## config.mk

```make
export PLATFORM = sky130hd
export DESIGN_NAME = double_ended_queue
export DESIGN_NICKNAME = d
export VERILOG_FILES = /design/src/rtl/core/dq_pkg.sv /design/src/rtl/core/dq_front.sv /design/src/rtl/core/dq_back.sv /design/src/rtl/core/double_ended_queue.sv
export SDC_FILE = /design/constraint.sdc
export NUM_CORES = 1
export LEC_CHECK = 0
export BUFFER_PORTS_ARGS = -buffer_cell sky130_fd_sc_hd__buf_2
export CAP_MARGIN = 20
export CORE_UTILIZATION = 55
export CTS_CLUSTER_DIAMETER = 200
export DETAILED_ROUTE_END_ITERATION = 8
export PLACE_DENSITY = 0.75
export RECOVER_POWER = 100
export SETUP_SLACK_MARGIN = 0.3
export SYNTH_ARGS = -nofsm -noshare
export SYNTH_HDL_FRONTEND = slang
export SYNTH_HIERARCHICAL = 1
export SYNTH_SLANG_ARGS = --single-unit
```

## constraint.sdc

```tcl
create_clock -name aclk -period 5.7 [get_ports aclk]
set_input_delay 1.14 -clock aclk [delete_from_list [all_inputs] [get_ports aclk]]
set_output_delay 1.14 -clock aclk [all_outputs]
set_load 0.02 [all_outputs]
```

## src/rtl/core/dq_pkg.sv

```systemverilog
// shared types, constants and ring helpers for the double-ended queue
`default_nettype none
package dq_pkg;

    localparam int CAPACITY   = 16;
    localparam int DATA_WIDTH = 32;
    localparam int IDX_W      = $clog2(CAPACITY);
    localparam int CNT_W      = $clog2(CAPACITY + 1);
    localparam int OPC_W      = 3;
    localparam int VAL_W      = 32;
    localparam int OUT_DATA_W = 40;

    // opcode encodings on the input channel
    localparam logic [OPC_W-1:0] OPC_PUSH_BACK  = 3'd0;
    localparam logic [OPC_W-1:0] OPC_PUSH_FRONT = 3'd1;
    localparam logic [OPC_W-1:0] OPC_LIST       = 3'd2;
    localparam logic [OPC_W-1:0] OPC_POP_BACK   = 3'd3;
    localparam logic [OPC_W-1:0] OPC_POP_FRONT  = 3'd4;

    // decoded operation kind
    typedef enum logic [2:0] {
        OPK_PUSH_BACK,
        OPK_PUSH_FRONT,
        OPK_LIST,
        OPK_POP_BACK,
        OPK_POP_FRONT,
        OPK_NOP
    } op_kind_t;

    // result status codes
    typedef enum logic [1:0] {
        ST_OK    = 2'd0,
        ST_EMPTY = 2'd1,
        ST_FULL  = 2'd2
    } status_t;

    // execution unit states
    typedef enum logic {
        BK_IDLE,
        BK_EMIT
    } back_state_t;

    // classified command passed from front to back
    typedef struct packed {
        op_kind_t               op;
        logic [DATA_WIDTH-1:0]  value;
    } cmd_t;

    function automatic logic [IDX_W-1:0] ring_inc(input logic [IDX_W-1:0] i);
        if (i == IDX_W'(CAPACITY - 1)) begin
            return '0;
        end
        return i + 1'b1;
    endfunction

    function automatic logic [IDX_W-1:0] ring_dec(input logic [IDX_W-1:0] i);
        if (i == '0) begin
            return IDX_W'(CAPACITY - 1);
        end
        return i - 1'b1;
    endfunction

endpackage
`default_nettype wire

```

## src/rtl/core/dq_front.sv

```systemverilog
// front end: accepts operations, decodes them and queues them for execution
`default_nettype none
module dq_front (
    input  wire logic                          aclk,
    input  wire logic                          aresetn,
    input  wire logic                          s_axis_tvalid,
    output logic                               s_axis_tready,
    input  wire logic [31:0]                   s_axis_tdata,   // [31:0] value
    input  wire logic [7:0]                    s_axis_tuser,   // [2:0] opcode
    output logic                               cmd_valid,
    input  wire logic                          cmd_ready,
    output dq_pkg::cmd_t                       cmd
);
    import dq_pkg::*;

    cmd_t        q_mem [2];
    logic        wr_ptr_reg, wr_ptr_next;
    logic        rd_ptr_reg, rd_ptr_next;
    logic [1:0]  cnt_reg, cnt_next;
    logic        push, pop;
    cmd_t        decoded;

    // classify the incoming opcode
    always_comb begin
        decoded.value = DATA_WIDTH'(s_axis_tdata);
        case (s_axis_tuser[OPC_W-1:0])
            OPC_PUSH_BACK:  decoded.op = OPK_PUSH_BACK;
            OPC_PUSH_FRONT: decoded.op = OPK_PUSH_FRONT;
            OPC_LIST:       decoded.op = OPK_LIST;
            OPC_POP_BACK:   decoded.op = OPK_POP_BACK;
            OPC_POP_FRONT:  decoded.op = OPK_POP_FRONT;
            default:        decoded.op = OPK_NOP;
        endcase
    end

    // two-entry command queue control
    always_comb begin
        s_axis_tready = (cnt_reg != 2'd2);
        cmd_valid     = (cnt_reg != 2'd0);
        push          = s_axis_tvalid && s_axis_tready;
        pop           = cmd_valid && cmd_ready;
        wr_ptr_next   = push ? ~wr_ptr_reg : wr_ptr_reg;
        rd_ptr_next   = pop ? ~rd_ptr_reg : rd_ptr_reg;
        cnt_next      = cnt_reg + {1'b0, push} - {1'b0, pop};
        cmd           = q_mem[rd_ptr_reg];
    end

    always_ff @(posedge aclk) begin
        if (!aresetn) begin
            wr_ptr_reg <= 1'b0;
            rd_ptr_reg <= 1'b0;
            cnt_reg    <= 2'd0;
        end else begin
            wr_ptr_reg <= wr_ptr_next;
            rd_ptr_reg <= rd_ptr_next;
            cnt_reg    <= cnt_next;
        end
    end

    // queue storage
    always_ff @(posedge aclk) begin
        if (push) begin
            q_mem[wr_ptr_reg] <= decoded;
        end
    end

endmodule
`default_nettype wire

```

## src/rtl/core/dq_back.sv

```systemverilog
// back end: ring store, pointers and result register
`default_nettype none
module dq_back (
    input  wire logic                             aclk,
    input  wire logic                             aresetn,
    input  wire logic                             cmd_valid,
    output logic                                  cmd_ready,
    input  wire dq_pkg::cmd_t                     cmd,
    output logic                                  m_axis_tvalid,
    input  wire logic                             m_axis_tready,
    output logic [dq_pkg::OUT_DATA_W-1:0]         m_axis_tdata,  // [31:0] data, [36:32] occupancy
    output logic [1:0]                            m_axis_tuser,  // [1:0] status
    output logic                                  m_axis_tlast
);
    import dq_pkg::*;

    logic [DATA_WIDTH-1:0] store_mem [CAPACITY];
    logic [DATA_WIDTH-1:0] rd_data_reg;

    back_state_t      state_reg, state_next;
    logic [IDX_W-1:0] front_reg, front_next;
    logic [IDX_W-1:0] back_reg, back_next;
    logic [CNT_W-1:0] count_reg, count_next;
    logic [IDX_W-1:0] slot_reg, slot_next;
    logic [CNT_W-1:0] remain_reg, remain_next;

    logic             m_valid_reg;
    status_t          m_status_reg;
    logic [31:0]      m_data_reg;
    logic [CNT_W-1:0] m_occ_reg;
    logic             m_last_reg;

    logic             out_free, out_load, out_last;
    status_t          out_status;
    logic [31:0]      out_data;
    logic [CNT_W-1:0] out_occ;
    logic             wr_en, rd_en;
    logic [IDX_W-1:0] wr_addr, rd_addr;
    logic             full, empty;

    // next state, store access and result selection
    always_comb begin
        out_free    = !m_valid_reg || m_axis_tready;
        full        = (count_reg == CNT_W'(CAPACITY));
        empty       = (count_reg == '0);
        state_next  = state_reg;
        front_next  = front_reg;
        back_next   = back_reg;
        count_next  = count_reg;
        slot_next   = slot_reg;
        remain_next = remain_reg;
        cmd_ready   = 1'b0;
        wr_en       = 1'b0;
        wr_addr     = back_reg;
        rd_en       = 1'b0;
        rd_addr     = front_reg;
        out_load    = 1'b0;
        out_status  = ST_OK;
        out_data    = '0;
        out_occ     = count_reg;
        out_last    = 1'b1;
        case (state_reg)
            BK_IDLE: begin
                if (cmd_valid && out_free) begin
                    cmd_ready = 1'b1;
                    case (cmd.op)
                        OPK_PUSH_BACK, OPK_PUSH_FRONT: begin
                            out_load = 1'b1;
                            if (full) begin
                                out_status = ST_FULL;
                            end else begin
                                wr_en      = 1'b1;
                                count_next = count_reg + 1'b1;
                                out_occ    = count_next;
                                if (cmd.op == OPK_PUSH_BACK) begin
                                    wr_addr   = back_reg;
                                    back_next = ring_inc(back_reg);
                                end else begin
                                    wr_addr    = ring_dec(front_reg);
                                    front_next = wr_addr;
                                end
                            end
                        end
                        OPK_POP_BACK, OPK_POP_FRONT, OPK_LIST: begin
                            if (empty) begin
                                out_load   = 1'b1;
                                out_status = ST_EMPTY;
                            end else begin
                                rd_en      = 1'b1;
                                state_next = BK_EMIT;
                                if (cmd.op == OPK_POP_BACK) begin
                                    rd_addr     = ring_dec(back_reg);
                                    back_next   = rd_addr;
                                    count_next  = count_reg - 1'b1;
                                    remain_next = CNT_W'(1);
                                end else if (cmd.op == OPK_POP_FRONT) begin
                                    rd_addr     = front_reg;
                                    front_next  = ring_inc(front_reg);
                                    count_next  = count_reg - 1'b1;
                                    remain_next = CNT_W'(1);
                                end else begin
                                    rd_addr     = front_reg;
                                    slot_next   = ring_inc(front_reg);
                                    remain_next = count_reg;
                                end
                            end
                        end
                        default: begin
                            out_load = 1'b1;
                        end
                    endcase
                end
            end
            BK_EMIT: begin
                // hand out the entry held in the read register, fetch the next one for a list
                if (out_free) begin
                    out_load = 1'b1;
                    out_data = 32'(rd_data_reg);
                    out_last = (remain_reg == CNT_W'(1));
                    if (remain_reg == CNT_W'(1)) begin
                        state_next = BK_IDLE;
                    end else begin
                        rd_en       = 1'b1;
                        rd_addr     = slot_reg;
                        slot_next   = ring_inc(slot_reg);
                        remain_next = remain_reg - 1'b1;
                    end
                end
            end
            default: begin
                state_next = BK_IDLE;
            end
        endcase
    end

    // control registers
    always_ff @(posedge aclk) begin
        if (!aresetn) begin
            state_reg   <= BK_IDLE;
            front_reg   <= '0;
            back_reg    <= '0;
            count_reg   <= '0;
            slot_reg    <= '0;
            remain_reg  <= '0;
            m_valid_reg <= 1'b0;
        end else begin
            state_reg   <= state_next;
            front_reg   <= front_next;
            back_reg    <= back_next;
            count_reg   <= count_next;
            slot_reg    <= slot_next;
            remain_reg  <= remain_next;
            if (out_load) begin
                m_valid_reg <= 1'b1;
            end else if (m_axis_tready) begin
                m_valid_reg <= 1'b0;
            end
        end
    end

    // result payload register
    always_ff @(posedge aclk) begin
        if (out_load) begin
            m_status_reg <= out_status;
            m_data_reg   <= out_data;
            m_occ_reg    <= out_occ;
            m_last_reg   <= out_last;
        end
    end

    // ring store, one write and one registered read per cycle
    always_ff @(posedge aclk) begin
        if (wr_en) begin
            store_mem[wr_addr] <= cmd.value;
        end
        if (rd_en) begin
            rd_data_reg <= store_mem[rd_addr];
        end
    end

    assign m_axis_tvalid = m_valid_reg;
    assign m_axis_tdata  = {3'b000, m_occ_reg, m_data_reg};
    assign m_axis_tuser  = m_status_reg;
    assign m_axis_tlast  = m_last_reg;

endmodule
`default_nettype wire

```

## src/rtl/core/double_ended_queue.sv

```systemverilog
// top level of the bounded double-ended queue
// A 16-entry double-ended queue of signed 32-bit values. Each input transaction is one
// operation (push back, push front, list, pop back, pop front); each produces one result
// transaction, except a list of a non-empty queue, which produces one result per held entry
// from front to back with tlast on the final one. The front end buffers up to two
// operations, so input transactions are taken while a result waits at the output. A push,
// a refused push, an empty pop or list and an unused opcode retire from the idle state; a
// pop or list reads the entry store through its single read port and hands out the
// registered read data from the emit state, which a stall on the result channel holds.
// The entry store has no reset; only held entries are ever read.
`default_nettype none
module double_ended_queue (
    input  wire logic                         aclk,
    input  wire logic                         aresetn,
    input  wire logic                         s_axis_tvalid,
    output logic                              s_axis_tready,
    input  wire logic [31:0]                  s_axis_tdata,   // [31:0] value
    input  wire logic [7:0]                   s_axis_tuser,   // [2:0] opcode
    output logic                              m_axis_tvalid,
    input  wire logic                         m_axis_tready,
    output logic [dq_pkg::OUT_DATA_W-1:0]     m_axis_tdata,   // [31:0] data, [36:32] occupancy
    output logic [1:0]                        m_axis_tuser,   // [1:0] status
    output logic                              m_axis_tlast
);
    import dq_pkg::*;

    logic cmd_valid;
    logic cmd_ready;
    cmd_t cmd;

    // decode and buffer operations
    dq_front u_front (
        .aclk          (aclk),
        .aresetn       (aresetn),
        .s_axis_tvalid (s_axis_tvalid),
        .s_axis_tready (s_axis_tready),
        .s_axis_tdata  (s_axis_tdata),
        .s_axis_tuser  (s_axis_tuser),
        .cmd_valid     (cmd_valid),
        .cmd_ready     (cmd_ready),
        .cmd           (cmd)
    );

    // execute against the ring store
    dq_back u_back (
        .aclk          (aclk),
        .aresetn       (aresetn),
        .cmd_valid     (cmd_valid),
        .cmd_ready     (cmd_ready),
        .cmd           (cmd),
        .m_axis_tvalid (m_axis_tvalid),
        .m_axis_tready (m_axis_tready),
        .m_axis_tdata  (m_axis_tdata),
        .m_axis_tuser  (m_axis_tuser),
        .m_axis_tlast  (m_axis_tlast)
    );

endmodule
`default_nettype wire

```

==> impl_results.md, run 1 <==
* Async set-or-reset flop fraction in the synthesized netlist at 0%
* Register with the most flip-flops: u_back/store_mem
* Routed Antenna Nets at 0
* Max Clk Rate at between 200 and 250 MHz
* Starting density of the core at between 50% and 60%
* Vias in the first global route at 13983
* DRC Markers at 0
* CP required at roughly 6.0 ns
* Peak supply drop at 0.301 mV
* Total Routing Usage GR at 23.3%
* Synth Area in Simple Gates at approximately 4.7%
* Sw Ratio at between 20 and 30%
* Final cell count without fillers at roughly 2300
* Number of I/O pins at approximately 90
* Slew HR at -91.0%
* Hold WC Path Type: reg2reg
* Synthesis-to-layout area growth at 11.7%
* Synth Cell Area at ~0.027 mm²
* Share of cells above drive strength 1 at 10.7%
* Mux cell area share after synthesis at 11.1%
* Slew @ Worst Pin at ~2.9 ns
* Utilization after layout at between 60 and 70%
* #FFs+latches synth at just under 700
* Drt pass-1 iters at 5
* Dpl hpwl at around 30000 µm
* Placed cells at 2213
* Largest net degree at the start of global routing at 67
* CTS max path bufs at 3
* Violated checks: max-capacitance violations, max-slew violations
* Post-Route Setup TNS at 0 ns
* Port Buffers at 80
* Pwr dens at ~460 mW/mm²
* Register area share after synthesis at 75.4%
* WP data arrival at a little over 5 ns
* CTS H-Tree Depth at 3
* Initial antenna violation count at 0
* Final max-slew violation count at 51
* Total die area at between 0.04 and 0.05 mm²
* Total Wirelength at around 57000 µm
* Clk_lat worst skew at about 0.60 ns
* First-pass GRT wire length at approximately 85000 µm
* Core ar. at around 0.048 mm²
* Wirelength per Cell at about 25 µm
* Num rows at 80
* RSZ-0062 raised after global routing: false
* Post-synthesis xor/xnor area fraction at less than 1%
* Die Wd at roughly 220 µm
* Vias at between 10000 and 15000
* Ys Warns at 6
* Int Power at a little under 10 mW
* First DRT Iteration DRCs at roughly 1200
* Area leader, netlist: edfxtp_1
* Area after DPL at 0.0280 mm²
* Top Registers: u_back/store_mem: 512 flops, u_front/q_mem: 70 flops
* Global route overflow at 0
* Final hold violations at 0
* Final hold slack at around 0.54 ns
* Cells after Synth at about 1600
* Vias per inst at roughly 6
* Synth Area in Compound Gates at under 10%
* Chip Height at 223 µm
* Setup Buffers After CTS at 0
* Clock Skew at 0.0195 ns
* Lkg Pwr at about 9.5 nW
* CTS tree: yes
* Final Setup Violations at 0
* EDFF count, synth at between 600 and 700
* CP Capture Type: flop
* Synth Area in Adders at 0.513%
* Post-layout minimum cycle time at about 4.8 ns
* Synth top area cells: edfxtp_1, mux2i_1, o22ai_1, dfxtp_1, mux2_2
* Outcome: complete, but fails checks
* Crit start category: flop
* NumNets Final at 1724
* Reg power frac at between 40% and 50%
* Kind of critical path: reg2reg
* Synth unique cells at 73
* GPL Wtd Cong at just over 0.8
* Root Buffer: clkbuf_16
* Worst Path Max Fanout at 18
* Final period util at a little over four fifths
* Ant diodes at 0
* Synth top area share at approximately 73%
* Area of the multi-input gates at about 0.006 mm²
* Combinational fraction of design power at 22.1%
* Register Area at between 0.02 and 0.025 mm²
* Number of gates resized after CTS at 0
* Layout fillers at 3291
* Num CTS Buffers at 68
* Max reg flops at a little over 500
* Sw power at roughly 4.0 mW
* Hold-fix buffers, CTS at 0
* Main combinational cell family by area after synthesis: multiplexers
* Post-route design area at approximately 0.03 mm²
* Maximum Capacitance Violations at 2
* Clk sinks at between 600 and 700
* Main synth FF type: edfxtp_1
* CTS clock-pin slew for the worst setup and hold paths at ~0.06 ns
* Hold wc startpoint: u_back/remain_reg[1]$_SDFFE_PN0P_
* Clock share of power at 31.1%
* Synthesized area per cell at around 17 µm²
==> area by class of cell <==
type,instances,share of cell area [%]
Clock buffer,88,6.11
Clock inverter,31,1.03
Inverter,21,0.267
Multi-Input combinational cell,764,20.1
Sequential cell,683,67.5
Tap cell,615,2.57
Timing Repair Buffer,131,2.36
==> per-layer routing <==
layer / global-route usage, % / routed length, µm / share of wire, %
met4: 7.23 / 1410 / 2.4
met2: 39.5 / 28400 / 49
met5: 0 / 0 / 0
met3: 3.49 / 4140 / 7.2
met1: 31.3 / 23600 / 41
==> worst max-delay path, cell delays in order, from the launching register on <==
cell and delay, ns:
dfxtp_1 1.22, mux2_1 0.53, and3b_1 0.25, and4_1 0.28, and2_1 0.22, a221oi_4 0.53
buf_4 0.27, buf_4 0.33, mux2i_1 0.24, o22ai_1 0.12, or4_1 0.55
==> power by group through the flow <==
stage               sequential (mW)  combinational (mW)  clock [mW]
floorplan                      6.70                2.08           0
global placement               6.56                3.04           0
detailed placement             6.58                3.13           0
CTS                            6.48                3.15        4.37
global route                   6.52                3.29        4.56
finish                         6.49                3.06        4.30
==> stage by stage <==
| step | power, mW | setup WS, ns |
|---|---|---|
| final | 13.9 | 0.870 |
| after global routing | 14.4 | 0.653 |
| after CTS | 14.0 | 1.37 |
| after detailed placement | 9.71 | 1.09 |
| after global placement | 9.60 | 1.16 |
| after floorplan | 8.78 | 0.0813 |
==> cell usage after synthesis (all sizes together), types with 2 or more instances <==
library cell / count
mux2: 38
and3: 35
a21oi: 22
a21bo: 2
o2111ai: 2
nand2: 32
nor4b: 2
and2: 8
nor2b: 13
o221a: 4
o21ai: 23
mux2i: 254
nand2b: 10
nand3b: 2
a21o: 6
o22ai: 125
nor2: 27
clkbuf: 28
a211oi: 6
o31ai: 3
xor2: 5
inv: 18
nor3: 25
ha: 11
edfxtp: 654
o211ai: 5
dfxtp: 29
o211a: 2
a21boi: 6
buf: 59
clkinv: 3
or2: 2
or3: 4
nand3: 13
or4: 31
a2bb2oi: 3
a31oi: 7
xnor2: 8
or4b: 2
nand4: 4
o21a: 4
==> cell families after synthesis <==
logic type	count (synthesis)
and+or+nand+nor	215
DFF	683
AOI/OAI and AO/OA	230
other	1
muxes	292
xor gates and xnor gates	13
buffers and inverters	108
adders and majority gates	11
==> worst paths after layout <==
kind / depth (start not counted) / endpoint / slack (ns)
worst min-delay path: 1 / u_back/remain_reg[1]$_SDFFE_PN0P_ / 0.54
worst max register to register: 10 / u_back/rd_data_reg[27]$_DFFE_PP_ / 0.87
worst min register to register: 1 / u_back/remain_reg[1]$_SDFFE_PN0P_ / 0.54
worst max-delay path: 10 / u_back/rd_data_reg[27]$_DFFE_PP_ / 0.87
==> placed cells by master, fill, tap and decap left out, types with 19 or more instances in the layout <==
master and n:
a21oi_1 22, and3_1 34, buf_2 24, buf_4 24
clkbuf_1 84, clkbuf_16 70, dfxtp_1 28, edfxtp_1 654
mux2_1 34, mux2i_1 253, nand2_1 32, nor2_1 26
nor3_1 22, o21ai_0 19, o22ai_1 125, or4_1 31
(Power assumes the default switching activity.)
==> run 2, diff against run 1 <==
--- a/config.mk
+++ b/config.mk
@@ -10,7 +10,7 @@
 export CORE_UTILIZATION = 55
 export CTS_CLUSTER_DIAMETER = 200
 export DETAILED_ROUTE_END_ITERATION = 8
-export PLACE_DENSITY = 0.75
+export PLACE_DENSITY = 0.72
 export RECOVER_POWER = 100
 export SETUP_SLACK_MARGIN = 0.3
 export SYNTH_ARGS = -nofsm -noshare
==> constraint.sdc (replaced) <==
create_clock -name aclk -period 4.45 [get_ports aclk]
set_input_delay 0.89 -clock aclk [delete_from_list [all_inputs] [get_ports aclk]]
set_output_delay 0.89 -clock aclk [all_outputs]
set_load 0.02 [all_outputs]
==> impl_results.md, run 2 (synthesized netlist as in run 1, its figures left out) <==
* Outcome: complete, but fails checks
* Violated checks: max-capacitance violations, max-slew violations
* Vias in the first global route at 13866
* Met2 usage at between 30% and 40%
* Num rows at 80
* Synthesis-to-layout area growth at 12.7%
* Root Buffer: clkbuf_16
* Port Buffers at 80
* Area of the multi-input gates at 0.00607 mm²
* GRT met1 Usage at 32.3%
* Routed Antenna Nets at 0
* Combinational fraction of design power at between 20% and 30%
* GPL Wtd Cong at roughly 0.83
* Vias per inst at between 6 and 7
* Clk_lat worst skew at about 0.60 ns
* Area after DPL at around 0.028 mm²
* Final period util at ~91%
* Kind of critical path: reg2reg
* Sw power at about 5.2 mW
* Total die area at roughly 0.050 mm²
* Lkg Pwr at about 9.7 nW
* CP required at ~4.8 ns
* Grt peak-use layer: met2
* Post-layout minimum cycle time at between 4 and 5 ns
* CTS H-Tree Depth at 3
* Number of gates resized after CTS at 0
* Num CTS Buffers at a little under 70
* Crit start category: flop
* CTS clock-pin slew for the worst setup and hold paths at approximately 0.06 ns
* Share of cells above drive strength 1 at a little under an eighth
* Peak per-stage delay on the critical path at roughly 0.60 ns
* Reg power frac at 46.2%
* Slew @ Worst Pin at 2.46 ns
* Placed cells at ~2200
* Total Routing Usage GR at a little under a quarter
* Register with the most flip-flops: u_back/store_mem
* Die Wd at between 200 and 250 µm
* Final Setup Violations at 0
* Final cell count without fillers at 2348
* Register Area at 0.0202 mm²
* NumNets Final at between 1500 and 2000
* Clock share of power at a little under a third
* CP Capture Type: flop
* First DRT Iteration DRCs at 1200
* Dpl hpwl at a little over 30000 µm
* Ant diodes at 0
* Initial antenna violation count at 1
* DRC Markers at 0
* Max Clk Rate at approximately 250 MHz
* Largest net degree at the start of global routing at 53
* Sw Ratio at 28.9%
* Hold WC Path Type: in2reg
* Max reg flops at ~510
* Worst Path Max Fanout at 48
* Final max-slew violation count at 85
* Most frequent cells in the layout: edfxtp_1, mux2i_1, o22ai_1
* Top Registers: u_back/store_mem: 512 flops, u_front/q_mem: 70 flops
* Utilization after layout at 63.0%
* Clk sinks at between 600 and 700
* Wirelength per Cell at between 20 and 25 µm
* Met3 usage at 3.72%
* Post-route design area at roughly 0.03 mm²
* Setup Buffers After CTS at 0
* Drt pass-1 iters at 6
* Vias at 14342
* Slew HR at -63.7%
* Total Wirelength at a little under 60000 µm
* Core ar. at 0.0479 mm²
* CTS max path bufs at 3
* Worst-path cell chain: mux2_1, and3b_1, and4_1, and2_1, a221oi_4, buf_12, buf_6, mux2i_1, o22ai_1, or4_1
* Pwr dens at 593 mW/mm²
* Slowest-stage cell, CP: dfxtp_1
* Int Power at between 10 and 15 mW
* Number of I/O pins at roughly 90
* Maximum Capacitance Violations at 3
* Commonest non-fill, non-tap cell in the layout: edfxtp_1
* WP data arrival at around 4.4 ns
* Starting density of the core at a little under three fifths
* Layout fillers at around 3300
* Final hold violations at 0
* Global route overflow at 0
* Hold-fix buffers, CTS at 0
* Chip Height at about 220 µm
* RSZ-0062 raised after global routing: false
* Peak supply drop at approximately 0.32 mV
* Clock Skew at around 0.020 ns
* First-pass GRT wire length at roughly 85000 µm
* CTS tree: yes
==> run 2: layout make-up <==
class,instances,share of cell area [%]
clock inverter,37,1.18
clock buffer,86,6.07
inverter,21,0.265
timing repair buffer,142,2.90
tap,615,2.55
multi-input combinational,764,20.1
sequential,683,66.9
==> run 2: per-stage QoR <==
step / hold slack (ns) / total power, mW / TNS (ns) / setup slack, ns
2_1_floorplan: 0.487 / 11.3 / -167.32 / -0.589
3_3_place_gp: 0.508 / 12.4 / 0 / 0.508
3_5_place_dp: 0.520 / 12.5 / 0 / 0.462
4_1_cts: 0.454 / 18.1 / 0 / 0.628
5_1_grt: 0.467 / 18.6 / 0 / 0.226
6_report: 0.479 / 17.9 / 0 / 0.388
==> run 2: power groups by stage <==
stage | logic, mW | registers (mW) | clock network (mW)
floorplan | 2.68 | 8.58 | 0
global placement | 4.02 | 8.38 | 0
detailed placement | 4.13 | 8.41 | 0
CTS | 4.15 | 8.27 | 5.70
global route | 4.33 | 8.33 | 5.93
finish | 4.03 | 8.29 | 5.61
==> run 2: per-layer routing <==
metal  routed length (µm)  up-vias
met2                28000      589
met3                 4240      112
met1                23800     7190
li1                     -     6451
met5                    0        -
met4                 1550        0
==> run 2: final timing paths <==
check | endpoint | start | cells past startpoint | slack [ns]
worst max-delay path | u_back/rd_data_reg[18]$_DFFE_PP_ | flop | 10 | 0.39
worst min-delay path | u_front/q_mem[0][18]$_DFFE_PP_ | s_axis_tdata[18] | 1 | 0.48
worst max register to register | u_back/rd_data_reg[18]$_DFFE_PP_ | flop | 10 | 0.39
worst min register to register | u_back/remain_reg[1]$_SDFFE_PN0P_ | u_back/remain_reg[1]$_SDFFE_PN0P_ | 1 | 0.54
==> run 2: worst max-delay path, delay by kind of cell (launching register included) <==
family          cells  cell delay (ns)
buf+inv             2             0.77
mux                 2             0.77
flops               1             0.60
simple gates        4             1.26
compound gates      2             0.33
==> run 3, diff against run 2 <==
--- a/config.mk
+++ b/config.mk
@@ -5,7 +5,7 @@
 export SDC_FILE = /design/constraint.sdc
 export NUM_CORES = 1
 export LEC_CHECK = 0
-export BUFFER_PORTS_ARGS = -buffer_cell sky130_fd_sc_hd__buf_2
+export BUFFER_PORTS_ARGS = -buffer_cell sky130_fd_sc_hd__buf_4
 export CAP_MARGIN = 20
 export CORE_UTILIZATION = 55
 export CTS_CLUSTER_DIAMETER = 200
==> impl_results.md, run 3 (synthesized netlist as in run 1, its figures left out) <==
* Outcome: complete, but fails checks
* Violated checks: max-capacitance violations, max-slew violations
* NumNets Final at 1744
* Number of I/O pins at 89
* Clk sinks at roughly 700
* CTS clock-pin slew for the worst setup and hold paths at ~0.060 ns
* Worst setup path start: u_back/state_reg$_SDFF_PN0_
* Register Area at 0.0202 mm²
* Final max-slew violation count at approximately 120
* Worst Path Max Fanout at 24
* Final cell count without fillers at 2355
* Kind of critical path: reg2reg
* Num CTS Buffers at around 70
* Setup Buffers After CTS at 0
* R2R Path End: u_back/rd_data_reg[29]$_DFFE_PP_
* Reg2Reg Depth at 8
* Chip Height at 223 µm
* Vias at ~14000
* Ant diodes at 0
* Core ar. at around 0.048 mm²
* GPL Wtd Cong at 0.826
* Starting density of the core at between 50% and 60%
* Hold WC Path Type: in2reg
* CP required at approximately 4.7 ns
* Die Wd at around 220 µm
* Crit path capture: u_back/rd_data_reg[29]$_DFFE_PP_
* Vias per inst at roughly 6.1
* Routed Antenna Nets at 0
* Initial antenna violation count at 0
* CTS max path bufs at 3
* Clk_lat worst skew at approximately 0.58 ns
* FF-to-FF setup slack at ~0.43 ns
* Clock Skew at roughly 0.013 ns
* First DRT Iteration DRCs at 1392
* Pwr Total at 17.8 mW
* Drt pass-1 iters at 5
* Total Routing Usage GR at a little under a quarter
* Root Buffer: clkbuf_16
* Max reg flops at a little over 500
* Final Setup Violations at 0
* Hold-fix buffers, CTS at 0
* Setup WS post-layout at approximately 0.43 ns
* Register with the most flip-flops: u_back/store_mem
* CP Capture Type: flop
* Layout fillers at roughly 3300
* Lkg Pwr at between 9 and 10 nW
* Synthesis-to-layout area growth at 12.7%
* Post-layout minimum cycle time at roughly 4.0 ns
* Port Buffers at 80
* CTS H-Tree Depth at 3
* Top Registers: u_back/store_mem: 512 flops, u_front/q_mem: 70 flops
* Number of gates resized after CTS at 0
* Final hold violations at 0
* Most frequent cells in the layout: edfxtp_1, mux2i_1, o22ai_1
* Final hold slack at a little over 0.5 ns
* Slew HR at -42.7%
* Commonest non-fill, non-tap cell in the layout: edfxtp_1
* Vias in the first global route at roughly 14000
* Share of cells above drive strength 1 at about 11%
* First-pass GRT wire length at ~85000 µm
* Peak supply drop at between 0.4 and 0.5 mV
* Crit start category: flop
* Hold wc startpoint: s_axis_tdata[20]
* Dpl hpwl at 31900 µm
* Max Clk Rate at 249 MHz
* Largest net degree at the start of global routing at 43
* Total Wirelength at around 57000 µm
* DRC Markers at 0
* WP data arrival at approximately 4.3 ns
* Placement Setup Slack at 0.433 ns
* Reg2reg start: u_back/state_reg$_SDFF_PN0_
* RSZ-0062 raised after global routing: false
* Pwr dens at ~590 mW/mm²
* Total die area at roughly 0.05 mm²
* Placed cells at 2231
* Num rows at 80
* CTS tree: yes
* Wirelength per Cell at 24.3 µm
* Slew @ Worst Pin at between 2 and 2.5 ns
* Area of the multi-input gates at 0.00601 mm²
* Maximum Capacitance Violations at 4
* Global route overflow at 0
* Final period util at around 90%
run 3: cell types whose count changed in the layout (fill, tap and decap cells not counted), moves of 3 or more:
cell and delta:
nor3_4 -3, buf_2 -24, nor3_2 -3, clkbuf_2 +4, clkinvlp_4 -3, clkbuf_4 +26, nor3_1 +6, clkbuf_1 +6
buf_4 +3
run 3: metrics by stage:
step	TNS [ns]	area [µm²]	util, %
finish	0	30200	63.0
floorplan	-167.32	26900	-
CTS	0	30600	63.9
global placement	0	28500	59.4
detailed placement	0	28500	59.4
global route	0	30200	63.0
run 3: report_power, final:
part | leakage (nW) | internal, mW | switching, mW
clock | 1.05 | 3.27 | 2.26
combinational | 2.49 | 1.37 | 2.64
sequential | 6.17 | 8.10 | 0.196
run 3: critical path, cell delays in order (launching register included):
cell	delay, ns
dfxtp_1	0.85
and3_1	0.57
clkinvlp_2	0.39
nand2_1	0.23
o21ai_1	0.20
nand3_1	0.21
buf_4	0.47
o22ai_1	0.13
or4_1	0.65
run 3: worst min path at each step:
stage | endpoint | slack, ns | cells after the start
after floorplan | u_back/remain_reg[1]$_SDFFE_PN0P_ | 0.49 | 1
after global placement | u_back/remain_reg[1]$_SDFFE_PN0P_ | 0.51 | 1
after global routing | u_front/q_mem[1][11]$_DFFE_PP_ | 0.50 | 1
after detailed placement | u_back/remain_reg[1]$_SDFFE_PN0P_ | 0.52 | 1
final | u_front/q_mem[0][20]$_DFFE_PP_ | 0.51 | 1
after CTS | u_front/q_mem[0][19]$_DFFE_PP_ | 0.46 | 1
run 3: area by class of cell:
type | count | share of cell area, %
inverter | 21 | 0.265
tap | 615 | 2.55
clock buffer | 91 | 6.13
clock inverter | 31 | 0.974
sequential | 683 | 67.0
timing repair buffer | 150 | 3.22
multi-input combinational | 764 | 19.9
run 3: per-layer routing:
layer / track usage (%) / vias up / routed length (µm)
met3: 4.34 / 123 / 4170
met2: 38.4 / 542 / 28200
met4: 8.61 / 0 / 1670
met1: 31.2 / 7239 / 23300
met5: 0 / - / 0
li1: - / 6454 / -
